**config.mk**
```make
export PLATFORM = sky130hd
export DESIGN_NAME = iml_ctrl
export DESIGN_NICKNAME = d
export VERILOG_FILES = /design/src/rtl/core/iml_pkg.sv /design/src/rtl/core/iml_ctrl.sv
export SDC_FILE = /design/constraint.sdc
export NUM_CORES = 1
export LEC_CHECK = 0
export ABC_AREA = 1
export ABC_CLOCK_PERIOD_IN_PS = 2300
export BUFFER_PORTS_ARGS = -buffer_cell sky130_fd_sc_hd__buf_2
export CAP_MARGIN = 10
export CORE_AREA = 3 3 40 42
export DETAILED_ROUTE_END_ITERATION = 7
export DIE_AREA = 0 0 43 45
export REMOVE_ABC_BUFFERS = 1
export SLEW_MARGIN = 0
export SYNTH_ARGS = -nofsm -noshare
export SYNTH_HDL_FRONTEND = slang
export SYNTH_SLANG_ARGS = --single-unit
```
**constraint.sdc**
```tcl
create_clock -name aclk -period 2.3 [get_ports aclk]
set_input_delay 0.23 -clock aclk [delete_from_list [all_inputs] [get_ports aclk]]
set_output_delay 0.23 -clock aclk [all_outputs]
set_load 0.005 [all_outputs]
```
**src/rtl/core/iml_pkg.sv**
```systemverilog
// shared types and constants for the ising metropolis lattice block
// no dependencies; imported by iml_ctrl, iml_datapath and the top level
`timescale 1ns / 1ps
`default_nettype none

package iml_pkg;

    // default lattice geometry and acceptance compare width
    localparam int IML_SIDE      = 128;
    localparam int IML_PROB_BITS = 32;

    // field widths
    localparam int ROW_W    = 7;
    localparam int COL_W    = 7;
    localparam int RND_W    = 32;
    localparam int THR_W    = 32;
    localparam int ENERGY_W = 18;
    localparam int MAG_W    = 16;
    localparam int DE_W     = 6;

    // stream payload widths, padded to whole bytes
    localparam int S_TDATA_W = 48;
    localparam int M_TDATA_W = 40;

    // configuration register indexes
    localparam int CFG_IDX_W = 2;
    localparam logic [CFG_IDX_W-1:0] CFG_THR_DE4 = 2'd0;
    localparam logic [CFG_IDX_W-1:0] CFG_THR_DE8 = 2'd1;

    localparam logic [THR_W-1:0] THR_DE4_RST = 32'd736900000;
    localparam logic [THR_W-1:0] THR_DE8_RST = 32'd126450000;

    // item kinds
    localparam logic KIND_LOAD = 1'b0;
    localparam logic KIND_FLIP = 1'b1;

    typedef enum logic [2:0] {
        ST_CLEAR,
        ST_IDLE,
        ST_RD_MID,
        ST_RD_UP,
        ST_RD_DN,
        ST_EVAL,
        ST_COMMIT
    } iml_state_t;

    typedef enum logic [1:0] {
        SEL_MID,
        SEL_UP,
        SEL_DN
    } iml_rd_sel_t;

    typedef struct packed {
        logic        clear_wr;
        logic        capture;
        iml_rd_sel_t rd_sel;
        logic        cap_mid;
        logic        cap_up;
        logic        eval;
        logic        commit;
    } iml_cmd_t;

    typedef struct packed {
        logic clear_last;
        logic out_free;
    } iml_status_t;

endpackage

`default_nettype wire

```
**src/rtl/core/iml_ctrl.sv**
```systemverilog
// sequencer for the lattice block: clearing pass, row reads, evaluate, commit
// depends on iml_pkg
`timescale 1ns / 1ps
`default_nettype none

module iml_ctrl (
    input  wire logic                aclk,
    input  wire logic                aresetn,
    input  wire logic                s_tvalid,
    output logic                     s_tready,
    input  wire iml_pkg::iml_status_t status,
    output iml_pkg::iml_cmd_t        cmd
);
    import iml_pkg::*;

    iml_state_t state_reg;
    iml_state_t state_next;

    always_ff @(posedge aclk) begin
        if (!aresetn) begin
            state_reg <= ST_CLEAR;
        end else begin
            state_reg <= state_next;
        end
    end

    always_comb begin
        state_next = state_reg;
        case (state_reg)
            ST_CLEAR: begin
                if (status.clear_last) begin
                    state_next = ST_IDLE;
                end
            end
            ST_IDLE: begin
                if (s_tvalid) begin
                    state_next = ST_RD_MID;
                end
            end
            ST_RD_MID: state_next = ST_RD_UP;
            ST_RD_UP:  state_next = ST_RD_DN;
            ST_RD_DN:  state_next = ST_EVAL;
            ST_EVAL:   state_next = ST_COMMIT;
            ST_COMMIT: begin
                if (status.out_free) begin
                    state_next = ST_IDLE;
                end
            end
            default: state_next = ST_CLEAR;
        endcase
    end

    always_comb begin
        s_tready     = 1'b0;
        cmd          = '0;
        cmd.rd_sel   = SEL_MID;
        case (state_reg)
            ST_CLEAR: cmd.clear_wr = 1'b1;
            ST_IDLE: begin
                s_tready    = 1'b1;
                cmd.capture = s_tvalid;
            end
            ST_RD_MID: cmd.rd_sel = SEL_MID;
            ST_RD_UP: begin
                cmd.rd_sel  = SEL_UP;
                cmd.cap_mid = 1'b1;
            end
            ST_RD_DN: begin
                cmd.rd_sel = SEL_DN;
                cmd.cap_up = 1'b1;
            end
            ST_EVAL:   cmd.eval   = 1'b1;
            ST_COMMIT: cmd.commit = status.out_free;
            default: cmd = '0;
        endcase
    end

    a_accept_starts_read: assert property (@(posedge aclk) disable iff (!aresetn)
        (s_tvalid && s_tready) |=> (state_reg == ST_RD_MID))
        else $error("accepted item did not start the row reads");

    a_commit_holds: assert property (@(posedge aclk) disable iff (!aresetn)
        (state_reg == ST_COMMIT && !status.out_free) |=> (state_reg == ST_COMMIT))
        else $error("commit left while output register was still full");

    a_clear_holds: assert property (@(posedge aclk) disable iff (!aresetn)
        (state_reg == ST_CLEAR && !status.clear_last) |=> (state_reg == ST_CLEAR))
        else $error("clearing pass ended early");

endmodule

`default_nettype wire

```
== After elaboration in Yosys (flattened, before gate mapping) ==
Index checks and enable logic that the tools add are counted.

* Output and inout port bits: 9
* Flip-flop bits (word level): 3
* Input port bits: 5
* Logic and storage cells: 24

* Reduce and logical (&&, ||, !) cells: 2
* Equal/unequal tests: 9
* Mux-type cells: 12

{| class="wikitable"
|+ Operator list
! operator !! number
|-
| case mux 3 bit (7 select lines) || 1
|-
| == test 3 bit, second input constant || 3
|-
| two-way mux 3 bit || 3
|-
| two-way mux 1 bit || 7
|-
| == test 3 x 2 -> 1 bit, second input constant || 2
|-
| != test 2 bit, second input constant || 3
|-
| case mux 2 bit (2 select lines) || 1
|-
| == test 3 x 1 -> 1 bit, second input constant || 1
|-
| logical NOT 3 bit || 1
|-
| AND reduction 3 bit || 1
|}

== Longest topological paths before layout ==
* Word-level depth: 3
* Gate-level depth with buffers: 6
* Mapped depth without buffers: 6

== Worst setup path after synthesis ==
OpenSTA, ideal clock, no wires.

* Path type: flip-flop to output port
* Start: reg state_reg[2]
* End: out cmd[5] in the netlist's numbering
* Stages on the path, launching flop included: 5
* Required time: 2.070 ns
* Arrival time: 0.901 ns
* Path slack: 1.169 ns
* Path buffers: 2
* Cells stage by stage: dfxtp_1 buf_2 inv_2 nor3_1 buf_4

{| class="wikitable"
|+ RTL lines
! what !! RTL line !! source
|-
| from (decl) || iml_ctrl.sv:16 || <nowiki>iml_state_t state_reg;</nowiki>
|-
| from (signal assigned) || iml_ctrl.sv:23 || <nowiki>state_reg <= state_next;</nowiki>
|-
| to (decl) || iml_ctrl.sv:12 || <nowiki>output iml_pkg::iml_cmd_t cmd</nowiki>
|}

==> results.sh <==
export IMPL_clockBufferDepth=2
export IMPL_synthMuxAreaShare=0
export IMPL_drt_iter0_markers=0
export IMPL_yosys_area_top_type="dfxtp_1"
export IMPL_insertion_delay_ps=240
export IMPL_relSlewSlack=0.804
export IMPL_die_w_um=43
export IMPL_powerDensity_nw_per_um2=776
export IMPL_antennaDiodeCount=0
export IMPL_cts_tree="done"
export IMPL_drc_errors=0
export IMPL_gp_congestion=0.679
export IMPL_path_buf_inv=2
export IMPL_ys_warn_count=0
export IMPL_internal_power_mw=0.162
export IMPL_largest_reg_flops=3
export IMPL_tns_ps=0
export IMPL_period_needed_ps=1460
export IMPL_die_h_um=45
export IMPL_cp_max_fo=8
export IMPL_netSwitchingPower_mw=0.0925
export IMPL_dp_hpwl_um=456
export IMPL_cts_hold_fix_buffers=0
export IMPL_numCtsBuffers=3
export IMPL_critPathKind="flop to output port"
export IMPL_p_comb_frac=0.321
export IMPL_required_ps=2070
export IMPL_tightest_slew_ps=294
export IMPL_portBuffers=13
export IMPL_rows=13
export IMPL_postCtsSetupBuffers=0
export IMPL_p_clk_frac=0.371
export IMPL_htreeDepth=1
export IMPL_cts_resized=0
export IMPL_clk_pin_slew_worst_paths_ps=40
export IMPL_yosys_area_share_simple=0.478
export IMPL_async_reset_ff_frac=0
export IMPL_grt_overflow=0
export IMPL_vdd_ir_drop_max_v=0.000145
export IMPL_die_area_um2=1940
export IMPL_cp_end_kind="output port"
export IMPL_grt_start_max_net_pins=9
export IMPL_wire_per_inst_um=8.41
export IMPL_grt_pass1_vias=262
export IMPL_wl_um=555
export IMPL_final_area_um2=328
export IMPL_avgSynthCellArea_um2=6.40
export IMPL_ioPinCount=14
export IMPL_start_util=0.179
export IMPL_rsz0062_at_grt="no"
export IMPL_grt_total_usage=0.0732
export IMPL_grt_pass1_wl_mm=1.00
export IMPL_synthFlopType="dfxtp_1"
export IMPL_fin_util=0.255
export IMPL_synthesis_area_um2=230
export IMPL_ff2ff_setup_slack_ps=1250
export IMPL_ant_nets=0
export IMPL_synthXorXnorAreaFrac=0
export IMPL_maxSlewViolCount=0
export IMPL_power_switching_share=0.364
export IMPL_clkSinkCount=3
export IMPL_seqPwrFrac=0.308
export IMPL_dr_total_vias=265
export IMPL_path_cells="inv_2 > nor4_1 > buf_2"
export IMPL_arrival_ps=1230
export IMPL_cp_start_kind="flop"
export IMPL_final_nets=57
export IMPL_hold_ws_ps=253
export IMPL_cpPeakStageDelay_ps=470
export IMPL_ys_ff_latch=3
export IMPL_status="completed"
export IMPL_setup_viol=0
export IMPL_yosys_area_share_adder=0
export IMPL_min_period_over_period=0.635
export IMPL_root_buffer="clkbuf_4"
export IMPL_holdCritPathClass="input port to flop"
export IMPL_area_growth_pct=42.4
export IMPL_drv_cap=0
export IMPL_antenna_found_initial=0
export IMPL_yosys_top_cells_area="dfxtp_1 (26%), nand3_1 (8.7%), nor3_1 (8.7%), inv_1 (8.2%), nor2_1 (8.2%)"
export IMPL_finalHoldViolations=0
export IMPL_dpl_cell_area_um2=302
export IMPL_synth_edf_count=0
export IMPL_ys_types=16
export IMPL_skew_ps=4.84
export IMPL_synth_top_family_by_area="simple AND/OR/NAND/NOR gates"
export IMPL_synth_top_area_frac=0.261
export IMPL_leakagePower_nw=0.179
export IMPL_cpLargestDelayFamily="flip-flops"
export IMPL_synth_compound_area_frac=0.0761
export IMPL_avgViaCountPerCell=4.02
export IMPL_core_area_um2=1280
export IMPL_drive_gt1_frac=0.431
export IMPL_critPathSlowestCell="dfxtp_1"
export IMPL_first_pass_iters=1
export IMPL_yosysSeqAreaShare=0.261
export IMPL_synth_cells=36
export IMPL_fmax_ghz=0.685
Yosys cell counts, types with 2 or more instances:
master,number
nand2_1,2
dfxtp_1,3
nand3_1,4
a21oi_1,2
nor2_1,5
nor3_1,4
inv_2,3
inv_1,5
worst min-delay path, delay by kind of cell:
kind,cells,cell delay (ps)
simple gates,2,110
buf+inv,1,100
layout make-up:
class,instances,area (um2)
inverter,8,30.0
tap,15,18.8
timing repair buffer,13,65.1
fill,156,957
clock buffer,4,26.3
sequential,3,60.1
multi-input combinational,23,128
cells by family after synthesis:
family,after synthesis
AOI/OAI and AO/OA,3
buffers and inverters,10
DFF,3
and+or+nand+nor,20
metrics by stage:
| stage | cells | setup slack, ps | power [mW] |
|---|---|---|---|
| global placement | 62 | 1040 | 0.162 |
| floorplan | 34 | 1230 | 0.132 |
| detailed placement | 62 | 1100 | 0.162 |
| global route | 66 | 765 | 0.278 |
| CTS | 66 | 835 | 0.260 |
| finish | 66 | 841 | 0.254 |
cell usage in the layout (no fill, tap or decap), drive strengths merged:
| cell type | count |
|---|---|
| nand2 | 2 |
| a211oi | 1 |
| dfxtp | 3 |
| nor2 | 6 |
| nand4 | 1 |
| nand3 | 5 |
| a21oi | 2 |
| nor3 | 5 |
| clkbuf | 4 |
| buf | 13 |
| nor4 | 1 |
| inv | 8 |
power groups by stage:
| stage | registers (mW) | logic (mW) | clock network [mW] |
|---|---|---|---|
| 5_1_grt | 0.0806 | 0.0947 | 0.102 |
| 6_report | 0.0783 | 0.0817 | 0.0942 |
| 3_3_place_gp | 0.0786 | 0.0837 | 0 |
| 4_1_cts | 0.0782 | 0.0836 | 0.0979 |
| 2_1_floorplan | 0.0760 | 0.0564 | 0 |
| 3_5_place_dp | 0.0791 | 0.0831 | 0 |
per-layer routing:
metal / share of wire / track usage / vias up
met5: 0 / 0 / -
met4: 0 / 0.0723 / 0
met1: 0.48 / 0.0745 / 112
met2: 0.46 / 0.102 / 8
met3: 0.059 / 0.0438 / 0
li1: - / - / 145
worst paths after layout:
path,cells past startpoint,end,startpoint
worst max-delay path,3,cmd[0],state_reg[2]
worst min-delay path,3,state_reg[1],aresetn
worst max register to register,5,state_reg[1],state_reg[2]
worst min register to register,1,state_reg[0],state_reg[0]
(Power assumes the default switching activity.)
